File: config.mk
export PLATFORM = sky130hd
export DESIGN_NAME = rgbed_channel
export DESIGN_NICKNAME = d
export VERILOG_FILES = /design/src/rtl/rgbed_pkg.sv /design/src/rtl/rgbed_channel.sv
export SDC_FILE = /design/constraint.sdc
export NUM_CORES = 1
export LEC_CHECK = 0
export ABC_AREA = 1
export BUFFER_PORTS_ARGS = -buffer_cell sky130_fd_sc_hd__buf_2
export CAP_MARGIN = 20
export CORE_MARGIN = 2
export CORE_UTILIZATION = 53
export DETAILED_ROUTE_END_ITERATION = 7
export GPL_TIMING_DRIVEN = 0
export MAX_ROUTING_LAYER = met4
export PLACE_DENSITY = 0.81
export SYNTH_ARGS = -nofsm -noshare
export SYNTH_HDL_FRONTEND = slang
export SYNTH_SLANG_ARGS = --single-unit
File: constraint.sdc
create_clock -name vclk -period 6.9
set_input_delay 0.69 -clock vclk [all_inputs]
set_output_delay 0.69 -clock vclk [all_outputs]
set_load 0.05 [all_outputs]
File: src/rtl/rgbed_pkg.sv
// ----------------------------------------------------------------------------
// rgbed_pkg
// Shared types and constants for the RGB error diffusion dither.
// ----------------------------------------------------------------------------
package rgbed_pkg;

	localparam int MAX_WIDTH_DEF = 1024;

	localparam int CFG_IDX_W  = 2;
	localparam int CFG_DATA_W = 12;
	localparam int IMG_W_W    = 11;
	localparam int IMG_H_W    = 12;

	localparam logic [CFG_IDX_W-1:0] CFG_IMAGE_WIDTH  = 2'd0;
	localparam logic [CFG_IDX_W-1:0] CFG_IMAGE_HEIGHT = 2'd1;

	localparam logic [IMG_W_W-1:0] RESET_WIDTH  = 11'd384;
	localparam logic [IMG_H_W-1:0] RESET_HEIGHT = 12'd216;

	// diffused error, always within -127..127
	typedef logic signed [7:0] err_t;

	typedef struct packed {
		err_t red;
		err_t green;
		err_t blue;
	} err3_t;

	typedef struct packed {
		logic [7:0] in_red;
		logic [7:0] in_green;
		logic [7:0] in_blue;
	} pixel_t;

	typedef struct packed {
		logic out_red;
		logic out_green;
		logic out_blue;
		logic end_of_frame;
	} result_t;

	// where the pixel sits in the image
	typedef struct packed {
		logic has_right;
		logic has_below;
		logic first_col;
		logic first_row;
	} pos_t;

	// per-channel results and next state
	typedef struct packed {
		logic dot;
		err_t right;
		err_t below_left;
		err_t below_sum;
		err_t below_right;
		err_t below;
	} chan_t;

endpackage

File: src/rtl/rgbed_channel.sv
// ----------------------------------------------------------------------------
// rgbed_channel
// One color channel: adjust, clamp, threshold, and split the error into
// the four neighbor shares.
// ----------------------------------------------------------------------------
module rgbed_channel (
	input  logic [7:0]        pix,
	input  rgbed_pkg::err_t   carry,
	input  rgbed_pkg::err_t   above,
	input  rgbed_pkg::err_t   part_below,
	input  rgbed_pkg::err_t   part_below_right,
	input  rgbed_pkg::pos_t   pos,
	output rgbed_pkg::chan_t  res
);
	import rgbed_pkg::*;

	localparam logic [3:0] K_RIGHT       = 4'd7;
	localparam logic [3:0] K_BELOW_LEFT  = 4'd3;
	localparam logic [3:0] K_BELOW       = 4'd5;
	localparam logic [3:0] K_BELOW_RIGHT = 4'd1;

	// e * k / 16, truncated toward zero
	function automatic err_t share16(input err_t e, input logic [3:0] k);
		logic signed [11:0] p;
		logic signed [11:0] q;
		begin
			p = $signed({{4{e[7]}}, e}) * $signed({8'b0, k});
			q = p[11] ? (p + 12'sd15) : p;
			share16 = err_t'(q >>> 4);
		end
	endfunction

	logic [9:0] adj_raw;
	logic [7:0] adj;
	logic [8:0] e9;
	err_t       e;
	err_t       s_right;
	err_t       s_below_left;
	err_t       s_below;
	err_t       s_below_right;
	err_t       below;

	always_comb begin
		// two's complement sum; true range is -124..379
		adj_raw = {2'b00, pix} + {{2{carry[7]}}, carry}
			+ (pos.first_row ? 10'd0 : {{2{above[7]}}, above});
		if (adj_raw[9]) begin
			adj = 8'd0;
		end else if (adj_raw[8]) begin
			adj = 8'd255;
		end else begin
			adj = adj_raw[7:0];
		end
		e9 = adj[7] ? ({1'b0, adj} - 9'd255) : {1'b0, adj};
		e  = $signed(e9[7:0]);

		s_right       = share16(e, K_RIGHT);
		s_below_left  = share16(e, K_BELOW_LEFT);
		s_below       = share16(e, K_BELOW);
		s_below_right = share16(e, K_BELOW_RIGHT);
		below         = part_below_right + s_below;

		res.dot        = adj[7];
		res.right      = pos.has_right ? s_right : 8'sd0;
		res.below_left = part_below + s_below_left;
		res.below      = below;
		if (pos.has_below) begin
			res.below_sum   = pos.has_right ? below : 8'sd0;
			res.below_right = pos.has_right ? s_below_right : 8'sd0;
		end else begin
			res.below_sum   = 8'sd0;
			res.below_right = 8'sd0;
		end
	end

endmodule

==> results of run 1 <==
repair_timing:
action,in CTS,in global routing
endpoints found under the setup margin,29,29
setup buffers,44,16
hold buffers,0,0
gates resized for setup,81,104
pin swaps,66,55
path summary, 6_finish.rpt:
kind,start,to,slack (ns),cells after the start
worst max-delay path,pos[0],res[31],-0.83,44
worst min-delay path,part_below[0],res[24],1.83,3
synth_stat cells, types with 4 or more instances:
library cell / n
sky130_fd_sc_hd__a21oi_1: 28
sky130_fd_sc_hd__xor2_1: 34
sky130_fd_sc_hd__nand4_1: 6
sky130_fd_sc_hd__inv_1: 116
sky130_fd_sc_hd__inv_2: 5
sky130_fd_sc_hd__ha_1: 64
sky130_fd_sc_hd__nand2_2: 13
sky130_fd_sc_hd__nand3_1: 27
sky130_fd_sc_hd__fa_1: 20
sky130_fd_sc_hd__nor2_1: 56
sky130_fd_sc_hd__o21ai_0: 14
sky130_fd_sc_hd__nand2_4: 9
sky130_fd_sc_hd__nand2_1: 124
sky130_fd_sc_hd__xnor2_1: 9
sky130_fd_sc_hd__nor3_1: 9
sky130_fd_sc_hd__nand3b_1: 4
sky130_fd_sc_hd__nand3_2: 7
per-stage QoR:
step           instances  hold WS (ns)  utilization, %  area, um^2  worst slack, ns
5_1_grt              836         1.852           83.03        5926           -1.073
3_3_place_gp         777         1.816           66.69        4760          -0.9783
3_5_place_dp         777         1.834           66.69        4760           -1.205
2_1_floorplan        595         1.672               -        4220          -0.3310
4_1_cts              821         1.833           75.95        5420          -0.3757
6_report             836         1.833           83.03        5926          -0.8292
cell families (layout without fill, tap and decap cells):
kind of cell / after synthesis / in the layout / synth area share [%]
simple gates: 274 / 274 / 35.03
fa+ha+maj: 84 / 84 / 31.31
compound gates: 65 / 65 / 10.24
xor+xnor: 44 / 44 / 10.24
buf+inv: 128 / 270 / 13.18
layer usage:
layer  GRT usage (%)  wire length (um)  up-vias
li1                -                 -     2144
met1           30.86              5008     2187
met2           51.49              6900      203
met3           1.293               619       80
met4           9.227               574        0
met5               -                 0        -
final cells by class:
type | count | area [um^2]
buffer | 6 | 45.04
fill | 396 | 1211
inverter | 122 | 489.2
multi-input combinational | 467 | 4203
tap | 99 | 123.9
timing repair buffer | 142 | 1065
==> key figures, run 1 <==
Detailed routing
  • Total wire length after detailed routing: ~13000 um
  • Vias per Instance: between 5 and 6
  • Initial DRT Pass Iterations: 5
  • Remaining routing DRC violations: 0
  • Total number of vias: between 4000 and 5000
  • Average wire length per cell after detail routing: between 15 and 20 um
  • Post-route ant nets: 0
  • Drt initial violations: 198

Synth
  • Cells after synthesis: ~600
  • Net count after synthesis: 723
  • Share of Yosys cell area claimed by the top area cell type: approximately a fifth
  • Synthesized area divided by synthesized cell count: between 6 and 7 um^2
  • Sequential fraction of the synthesis area: 0%
  • Post-synthesis cell area: 3836 um^2
  • Biggest area contributors in the synthesized netlist: sky130_fd_sc_hd__ha_1, sky130_fd_sc_hd__nand2_1, sky130_fd_sc_hd__inv_1, sky130_fd_sc_hd__fa_1, sky130_fd_sc_hd__xor2_1
  • Total number of yosys warnings: 0
  • Dominant cell type by area after synthesis: sky130_fd_sc_hd__ha_1
  • Distinct cell type count after synthesis: 44

Global route
  • Vias in the first global route: 4152
  • Total grt overflow: 0
  • Pin count of the biggest net entering global routing: 15
  • First-pass GRT wire length: 17310 um
  • Antenna violations before repair: 0
  • Overall global routing resource usage: 27.40%

STA
  • Unrepaired setup endpoints after global routing: true
  • Final count of hold timing violations: 0
  • Slew @ Worst Pin: 0.7529 ns
  • Final count of negative-setup-slack endpoints: 17
  • Highest Clock Rate: 0.1294 GHz
  • Minimum clock period: approximately 7.7 ns
  • Worst slew margin relative to its limit: approximately 50%
  • Slew Viols, Final: 0
  • Share of the clock period used by the worst path after layout: 112.0%
  • Setup TNS: -5.966 ns
  • Worst setup slack after layout: -0.8292 ns

Floorplan
  • Height of the die: between 80 and 90 um
  • # IOs: 85
  • Starting density of the core: a little over half
  • Placement row count: 31
  • Chip Width: roughly 90 um
  • Placeable core region: about 7000 um^2
  • Die area: between 7000 and 8000 um^2

Finish
  • Flip-flop and latch area: 0 um^2
  • Number of nets in the finished design: 867
  • Total number of sequential cells: 0
  • Highest-count cells in the layout ignoring fill and taps: sky130_fd_sc_hd__inv_1, sky130_fd_sc_hd__nand2_1, sky130_fd_sc_hd__buf_4
  • Most common cell after layout, fill and taps aside: sky130_fd_sc_hd__inv_1
  • Area overhead of the layout relative to synthesis: 54.47%
  • Proportion of layout cells with a drive suffix above 1: a little under half
  • Number of clock buffer instances in the layout: 0
  • Diodes inserted: 0

Outcome
  • Failing checks: setup timing
  • Outcome: finished with violations

Worst setup path
  • CP startpoint kind: input port
  • Kind of cell adding the most delay to the critical path: adder cells
  • Bufs and invs on worst path: 9
  • CP endpoint kind: primary output
  • Worst setup path category: input port to primary output
  • Required time reported for the critical path endpoint: between 6 and 7 ns
  • Worst-path maximum fanout: 5
  • CP max stage delay: 0.56 ns
  • Crit path max-delay cell type: sky130_fd_sc_hd__fa_1
  • Worst EP arrival: approximately 7 ns

Placed design
  • Number of port buffers: 83
  • Estimated wirelength of the detail-placed design: roughly 7700 um
  • GPL Wtd Cong: roughly 0.93

Flow run
  • Total of max-cap violations: 0

Hold path
  • Hold WC Path Type: input port to primary output
Power of run 1 is left out: the tool's default activity adds up to more than one toggle a clock period on the data nets, which glitch-free logic cannot reach.
==> run 2: changes to the inputs <==
Settings changed: ABC_AREA 1 to default, CORE_UTILIZATION 53 to 52, SETUP_SLACK_MARGIN from default to 0.1.
==> key figures, run 2 <==
Floorplan
  • Starting density of the core: 52.79% (was 53.75%)
  • Placeable core region: 6681 um^2 (was 7137 um^2)
  • Chip Width: 86.36 um (was 89.08 um)
  • Height of the die: 86.36 um (was 89.08 um)
  • Placement row count: 30 (was 31)
  • Die area: 7458 um^2 (was 7934 um^2)
  • # IOs: 85 (unchanged)

Finish
  • Proportion of layout cells with a drive suffix above 1: 57.17% (was 45.86%)
  • Total number of sequential cells: 0 (unchanged)
  • Number of clock buffer instances in the layout: 0 (unchanged)
  • Final Instance Count excl. Fillers: 694 (was 836)
  • Highest-count cells in the layout ignoring fill and taps: sky130_fd_sc_hd__buf_4, sky130_fd_sc_hd__buf_2, sky130_fd_sc_hd__buf_6 (was sky130_fd_sc_hd__inv_1, sky130_fd_sc_hd__nand2_1, sky130_fd_sc_hd__buf_4)
  • Number of nets in the finished design: 744 (was 867)
  • Flip-flop and latch area: 0 um^2 (unchanged)
  • Diodes inserted: 0 (unchanged)
  • Most common cell after layout, fill and taps aside: sky130_fd_sc_hd__buf_4 (was sky130_fd_sc_hd__inv_1)
  • Area overhead of the layout relative to synthesis: 76.69% (was 54.47%)

Placed design
  • Number of port buffers: 84 (was 83)
  • GPL Wtd Cong: 0.9530 (was 0.9315)
  • Estimated wirelength of the detail-placed design: 7447 um (was 7740 um)
  • Placed instance count: 609 (was 777)

Global route
  • Antenna violations before repair: 0 (unchanged)
  • Vias in the first global route: 4166 (was 4152)
  • Overall global routing resource usage: 32.18% (was 27.40%)
  • Total grt overflow: 0 (unchanged)
  • Pin count of the biggest net entering global routing: 14 (was 15)
  • First-pass GRT wire length: 19320 um (was 17310 um)

Synth
  • Most frequent cell after synthesis: sky130_fd_sc_hd__ha_1 (was sky130_fd_sc_hd__nand2_1)
  • Distinct cell type count after synthesis: 70 (was 44)
  • Total number of yosys warnings: 0 (unchanged)
  • Dominant cell type by area after synthesis: sky130_fd_sc_hd__ha_1 (unchanged)
  • Net count after synthesis: 573 (was 723)
  • Biggest area contributors in the synthesized netlist: sky130_fd_sc_hd__ha_1, sky130_fd_sc_hd__fa_1, sky130_fd_sc_hd__xnor2_1, sky130_fd_sc_hd__inv_1, sky130_fd_sc_hd__nor2_1 (was sky130_fd_sc_hd__ha_1, sky130_fd_sc_hd__nand2_1, sky130_fd_sc_hd__inv_1, sky130_fd_sc_hd__fa_1, sky130_fd_sc_hd__xor2_1)
  • Synthesized area divided by synthesized cell count: 7.926 um^2 (was 6.447 um^2)
  • Post-synthesis cell area: 3527 um^2 (was 3836 um^2)
  • Cells after synthesis: 445 (was 595)
  • Sequential fraction of the synthesis area: 0% (unchanged)
  • Share of Yosys cell area claimed by the top area cell type: 22.70% (was 20.87%)
  • Most used standard cells in the synthesized netlist: sky130_fd_sc_hd__ha_1, sky130_fd_sc_hd__xnor2_1, sky130_fd_sc_hd__inv_1 (was sky130_fd_sc_hd__nand2_1, sky130_fd_sc_hd__inv_1, sky130_fd_sc_hd__ha_1)

STA
  • Worst setup slack after layout: -1.918 ns (was -0.8292 ns)
  • Worst slew margin relative to its limit: 37.59% (was 49.80%)
  • Unrepaired setup endpoints after global routing: true (unchanged)
  • Share of the clock period used by the worst path after layout: 127.8% (was 112.0%)
  • Minimum clock period: 8.818 ns (was 7.729 ns)
  • Final count of hold timing violations: 0 (unchanged)
  • Highest Clock Rate: 0.1134 GHz (was 0.1294 GHz)
  • Slew @ Worst Pin: 0.9330 ns (was 0.7529 ns)
  • Slew Viols, Final: 0 (unchanged)
  • Final count of negative-setup-slack endpoints: 32 (was 17)
  • Setup TNS: -38.98 ns (was -5.966 ns)

Worst setup path
  • Required time reported for the critical path endpoint: 6.21 ns (about the same)
  • Crit path max-delay cell type: sky130_fd_sc_hd__fa_1 (unchanged)
  • Kind of cell adding the most delay to the critical path: compound AO/OA/AOI/OAI gates (was adder cells)
  • CP endpoint kind: primary output (unchanged)
  • Worst EP arrival: 8.13 ns (was 7.04 ns)
  • CP startpoint kind: input port (unchanged)
  • Cell seen most often among critical-path stages: sky130_fd_sc_hd__buf_6
  • CP max stage delay: 0.48 ns (was 0.56 ns)
  • Worst setup path category: input port to primary output (unchanged)
  • Bufs and invs on worst path: 9 (unchanged)
  • Count of cell instances traversed by the critical path: 41 (was 44)
  • Worst-path maximum fanout: 7 (was 5)

Hold path
  • Start point of the worst hold path: part_below[0] (unchanged)
  • Hold WC Path Type: input port to primary output (unchanged)
  • Number of instances on the worst hold path: 3 (unchanged)
  • Hold EP: res[24] (unchanged)

Detailed routing
  • Remaining routing DRC violations: 0 (unchanged)
  • Vias per Instance: 6.794 (was 5.519)
  • Drt initial violations: 442 (was 198)
  • Total wire length after detailed routing: 17610 um (was 13100 um)
  • Initial DRT Pass Iterations: 6 (was 5)
  • Average wire length per cell after detail routing: 25.37 um (was 15.67 um)
  • Post-route ant nets: 0 (unchanged)
  • Total number of vias: 4715 (was 4614)

Outcome
  • Outcome: finished with violations (unchanged)
  • Failing checks: setup timing (unchanged)

Flow run
  • Total of max-cap violations: 0 (unchanged)
-- run 2: worst max-delay path by stage --
stage | startpoint | to | slack [ns]
floorplan | above[1] | res[23] | -1.42
global placement | pos[0] | res[31] | -2.00
CTS | above[1] | res[23] | -1.23
detailed placement | pos[0] | res[31] | -2.09
finish | above[5] | res[22] | -1.92
global route | pos[0] | res[22] | -2.05
-- run 2: logic make-up after synthesis --
group                      synth area share, %
buffers and inverters                    6.137
and+or+nand+nor                          21.36
adders and majority gates                34.34
muxes                                    2.412
xor gates and xnor gates                 15.32
AOI/OAI and AO/OA                        20.43
-- run 2: per-layer routing --
layer	GRT usage, %	wire length (um)
met4	11.51	1589
met1	36.80	5822
met5	-	0
met3	2.381	1759
met2	58.74	8436
-- run 2: timing repair --
action,CTS,global route
resized for setup,132,84
endpoints found under the setup margin,32,32
pin swaps,82,67
hold buffers,0,0
hold endpoints to repair,0,0
buffers inserted,55,34
-- run 2: area by class of cell --
class	count	area, um^2
inverters	45	171.4
repair buffers	170	1374
well taps	80	100.1
fillers	203	449.2
plain buffers	6	45.04
multi-input cells	393	4542
-- run 2: per-stage QoR --
step / cell area, um^2 / setup WS, ns / util [%] / hold WS, ns
after floorplan: 4056 / -1.422 / - / 1.577
after global placement: 4577 / -2.003 / 68.50 / 1.850
after detailed placement: 4577 / -2.092 / 68.50 / 1.852
after CTS: 5589 / -1.232 / 83.65 / 1.783
after global routing: 6232 / -2.048 / 93.28 / 1.762
final: 6232 / -1.918 / 93.28 / 1.762
Power of run 2 is left out for the same reason.
==> run 3: changes to the inputs <==
--- a/config.mk
+++ b/config.mk
@@ -7,2 +7,3 @@
 export LEC_CHECK = 0
+export ABC_AREA = 1
 export BUFFER_PORTS_ARGS = -buffer_cell sky130_fd_sc_hd__buf_2
@@ -10,3 +11,3 @@
 export CORE_MARGIN = 2
-export CORE_UTILIZATION = 52
+export CORE_UTILIZATION = 53
 export DETAILED_ROUTE_END_ITERATION = 7
==> constraint.sdc (replaced) <==
create_clock -name vclk -period 6.9
set_input_delay 1.38 -clock vclk [all_inputs]
set_output_delay 1.38 -clock vclk [all_outputs]
set_load 0.05 [all_outputs]
==> key figures, run 3 <==
Synth
  • Total number of yosys warnings: 0 (unchanged)
  • Post-synthesis cell area: 3836 um^2 (was 3527 um^2)
  • Sequential fraction of the synthesis area: 0% (unchanged)
  • Synthesized area divided by synthesized cell count: 6.447 um^2 (was 7.926 um^2)
  • Cells after synthesis: 595 (was 445)
  • Dominant cell type by area after synthesis: sky130_fd_sc_hd__ha_1 (unchanged)
  • Most frequent cell after synthesis: sky130_fd_sc_hd__nand2_1 (was sky130_fd_sc_hd__ha_1)
  • Distinct cell type count after synthesis: 44 (was 70)
  • Biggest area contributors in the synthesized netlist: sky130_fd_sc_hd__ha_1, sky130_fd_sc_hd__nand2_1, sky130_fd_sc_hd__inv_1, sky130_fd_sc_hd__fa_1, sky130_fd_sc_hd__xor2_1 (was sky130_fd_sc_hd__ha_1, sky130_fd_sc_hd__fa_1, sky130_fd_sc_hd__xnor2_1, sky130_fd_sc_hd__inv_1, sky130_fd_sc_hd__nor2_1)
  • Net count after synthesis: 723 (was 573)
  • Share of Yosys cell area claimed by the top area cell type: 20.87% (was 22.70%)
  • Most used standard cells in the synthesized netlist: sky130_fd_sc_hd__nand2_1, sky130_fd_sc_hd__inv_1, sky130_fd_sc_hd__ha_1 (was sky130_fd_sc_hd__ha_1, sky130_fd_sc_hd__xnor2_1, sky130_fd_sc_hd__inv_1)

Floorplan
  • Placement row count: 31 (was 30)
  • # IOs: 85 (unchanged)
  • Starting density of the core: 53.75% (was 52.79%)
  • Height of the die: 89.08 um (was 86.36 um)
  • Chip Width: 89.08 um (was 86.36 um)

Clocking
  • Number of hold buffers added after CTS: 0 (unchanged)

STA
  • Crit. endpoint post-GRT repair: res[31]
  • Category of the worst endpoint: top-level output

Outcome
  • Stage where the flow stopped: 5_1_grt
  • Outcome: aborted with a tool error (was finished with violations)
  • Tool error message: [ERROR DPL-0038] Utilization greater than 100%, impossible to legalize

Placed design
  • Number of port buffers: 83 (was 84)
  • GPL Wtd Cong: 0.8639 (was 0.9530)
  • Estimated wirelength of the detail-placed design: 8086 um (was 7447 um)

Global route
  • Pin count of the biggest net entering global routing: 15
==> run 3: cell count changes after synthesis, sizes merged, moves of 5 or more <==
cell    delta
a21boi     -8
nor2b     -10
mux2i      -7
nor3       +6
and3      -11
and2       -5
nand2    +117
xnor2     -36
inv       +77
nand3     +25
a21o       -8
xor2      +20
nand2b     -8
nor2      +22
==> run 3: kinds of logic after synthesis <==
family | Yosys count | share of synthesized area (%)
xor+xnor | 44 | 10.24
simple gates | 274 | 35.03
compound gates | 65 | 10.24
buf+inv | 128 | 13.18
fa+ha+maj | 84 | 31.31
==> run 3: what timing repair did <==
item,4_1_cts
setup endpoints to repair,33
pin swaps,93
setup buffers,75
resized for setup,190
==> run 3: stage by stage <==
stage          worst slack, ns  std cells  hold slack, ns  cell area, um^2  utilization [%]
2_1_floorplan           -1.706        595           2.955             4519                -
3_3_place_gp            -2.398        777           3.211             5059            70.88
3_5_place_dp            -2.583        777           3.213             5059            70.88
4_1_cts                 -1.813        850           3.117             6402            89.71
==> run 4: changes to the inputs <==
Settings changed: CORE_UTILIZATION 53 to 40, MAX_ROUTING_LAYER met4 to default, PLACE_DENSITY 0.81 to default, PLACE_DENSITY_LB_ADDON from default to 0.15, SETUP_SLACK_MARGIN 0.1 to default.
Clock period 6.9 ns to 9 ns, I/O delays scaled along.
==> key figures, run 4 (synthesis gave the netlist of run 1 again) <==
Hold path
  • Hold WC Path Type: input port to primary output

Worst setup path
  • Worst EP arrival: 7.92 ns
  • CP endpoint kind: primary output
  • Kind of cell adding the most delay to the critical path: adder cells
  • Required time reported for the critical path endpoint: between 7 and 8 ns
  • CP max stage delay: ~0.47 ns
  • Crit path max-delay cell type: sky130_fd_sc_hd__fa_1
  • Bufs and invs on worst path: 8
  • Worst-path maximum fanout: 5
  • CP startpoint kind: input port
  • Worst setup path category: input port to primary output
  • Cell seen most often among critical-path stages: sky130_fd_sc_hd__nand2_2

Floorplan
  • Height of the die: 101.9 um (was 89.08 um)
  • Placeable core region: 9284 um^2
  • Placement row count: 35 (was 31)
  • Starting density of the core: 41.32% (was 53.75%)
  • # IOs: 85 (unchanged)
  • Die area: roughly 10000 um^2
  • Chip Width: 101.9 um (was 89.08 um)

STA
  • Slew Viols, Final: 0
  • Slew @ Worst Pin: 0.7864 ns
  • Highest Clock Rate: around 0.10 GHz
  • Worst slew margin relative to its limit: a little under half
  • Unrepaired setup endpoints after global routing: true
  • Final count of hold timing violations: 0
  • Worst setup slack after layout: -0.7214 ns
  • Share of the clock period used by the worst path after layout: 108.0%
  • Minimum clock period: between 9 and 10 ns
  • Final count of negative-setup-slack endpoints: 18

Outcome
  • Outcome: finished with violations (was aborted with a tool error)
  • Failing checks: setup timing

Global route
  • Layer with the highest usage: met2
  • GR Layer Usage met2: 39.42%
  • Overall global routing resource usage: around a fifth
  • Routing usage on met3: less than 1%
  • Antenna violations before repair: 0
  • Pin count of the biggest net entering global routing: 15
  • Total grt overflow: 0
  • Global-route met1 utilization: around 24%
  • Vias in the first global route: just over 4000
  • First-pass GRT wire length: 17320 um

Detailed routing
  • Initial DRT Pass Iterations: 4
  • Remaining routing DRC violations: 0
  • Drt initial violations: 112
  • Vias per Instance: between 4 and 5
  • Average wire length per cell after detail routing: 12.49 um
  • Total number of vias: 4204
  • Post-route ant nets: 0
  • Total wire length after detailed routing: ~11000 um

Finish
  • Diodes inserted: 0
  • Flip-flop and latch area: 0 um^2
  • Area overhead of the layout relative to synthesis: 65.13%
  • Highest-count cells in the layout ignoring fill and taps: sky130_fd_sc_hd__inv_1, sky130_fd_sc_hd__nand2_1, sky130_fd_sc_hd__buf_4
  • Total number of sequential cells: 0
  • Total of fill cells in the finished design: between 700 and 800
  • Proportion of layout cells with a drive suffix above 1: between 50% and 60%
  • Number of nets in the finished design: approximately 880
  • Most common cell after layout, fill and taps aside: sky130_fd_sc_hd__inv_1
  • Number of clock buffer instances in the layout: 0

Placed design
  • Number of port buffers: 83 (unchanged)
  • Estimated wirelength of the detail-placed design: 7714 um (was 8086 um)
  • GPL Wtd Cong: 0.8521 (was 0.8639)
  • Setup WS pre-CTS: -1.393 ns (was -2.583 ns)

Flow run
  • Total of max-cap violations: 0
[run 4: area by class of cell]
type	instances	area, um^2	share of cell area (%)
inverters	122	491.7	7.762
repair buffers	151	1215	19.18
plain buffers	6	45.04	0.7110
multi-input cells	467	4422	69.80
well taps	129	161.4	2.548
[run 4: metrics by stage]
| step | setup TNS, ns | hold slack [ns] | util (%) | area [um^2] | std cells |
|---|---|---|---|---|---|
| 2_1_floorplan | -1.780 | 3.892 | - | 4232 | 595 |
| 3_3_place_gp | -13.80 | 4.037 | 51.79 | 4808 | 807 |
| 3_5_place_dp | -16.75 | 4.040 | 51.79 | 4808 | 807 |
| 4_1_cts | -3.740 | 4.040 | 61.58 | 5717 | 860 |
| 5_1_grt | -11.96 | 4.084 | 68.23 | 6335 | 875 |
| 6_report | -5.382 | 4.065 | 68.23 | 6335 | 875 |
[run 4: timing repair]
| item | in CTS | in global routing |
|---|---|---|
| pin swaps | 70 | 70 |
| setup endpoints to repair | 29 | 29 |
| hold buffers | 0 | 0 |
| gates resized for setup | 110 | 136 |
| buffers inserted | 55 | 16 |
[run 4: final timing paths]
kind / startpoint / end / slack (ns) / cells after the start
max: above[1] / res[31] / -0.72 / 44
min: part_below[0] / res[24] / 4.06 / 3
[run 4: layer usage]
layer  vias to the layer above  share of wire (%)  wire length, um
li1                       2160                  -                -
met1                      1952                 43             4649
met2                        70                 53             5822
met3                        22                2.2              235
met4                         0                2.0              223
met5                         -                  0                0
Power of run 4 is left out for the same reason.
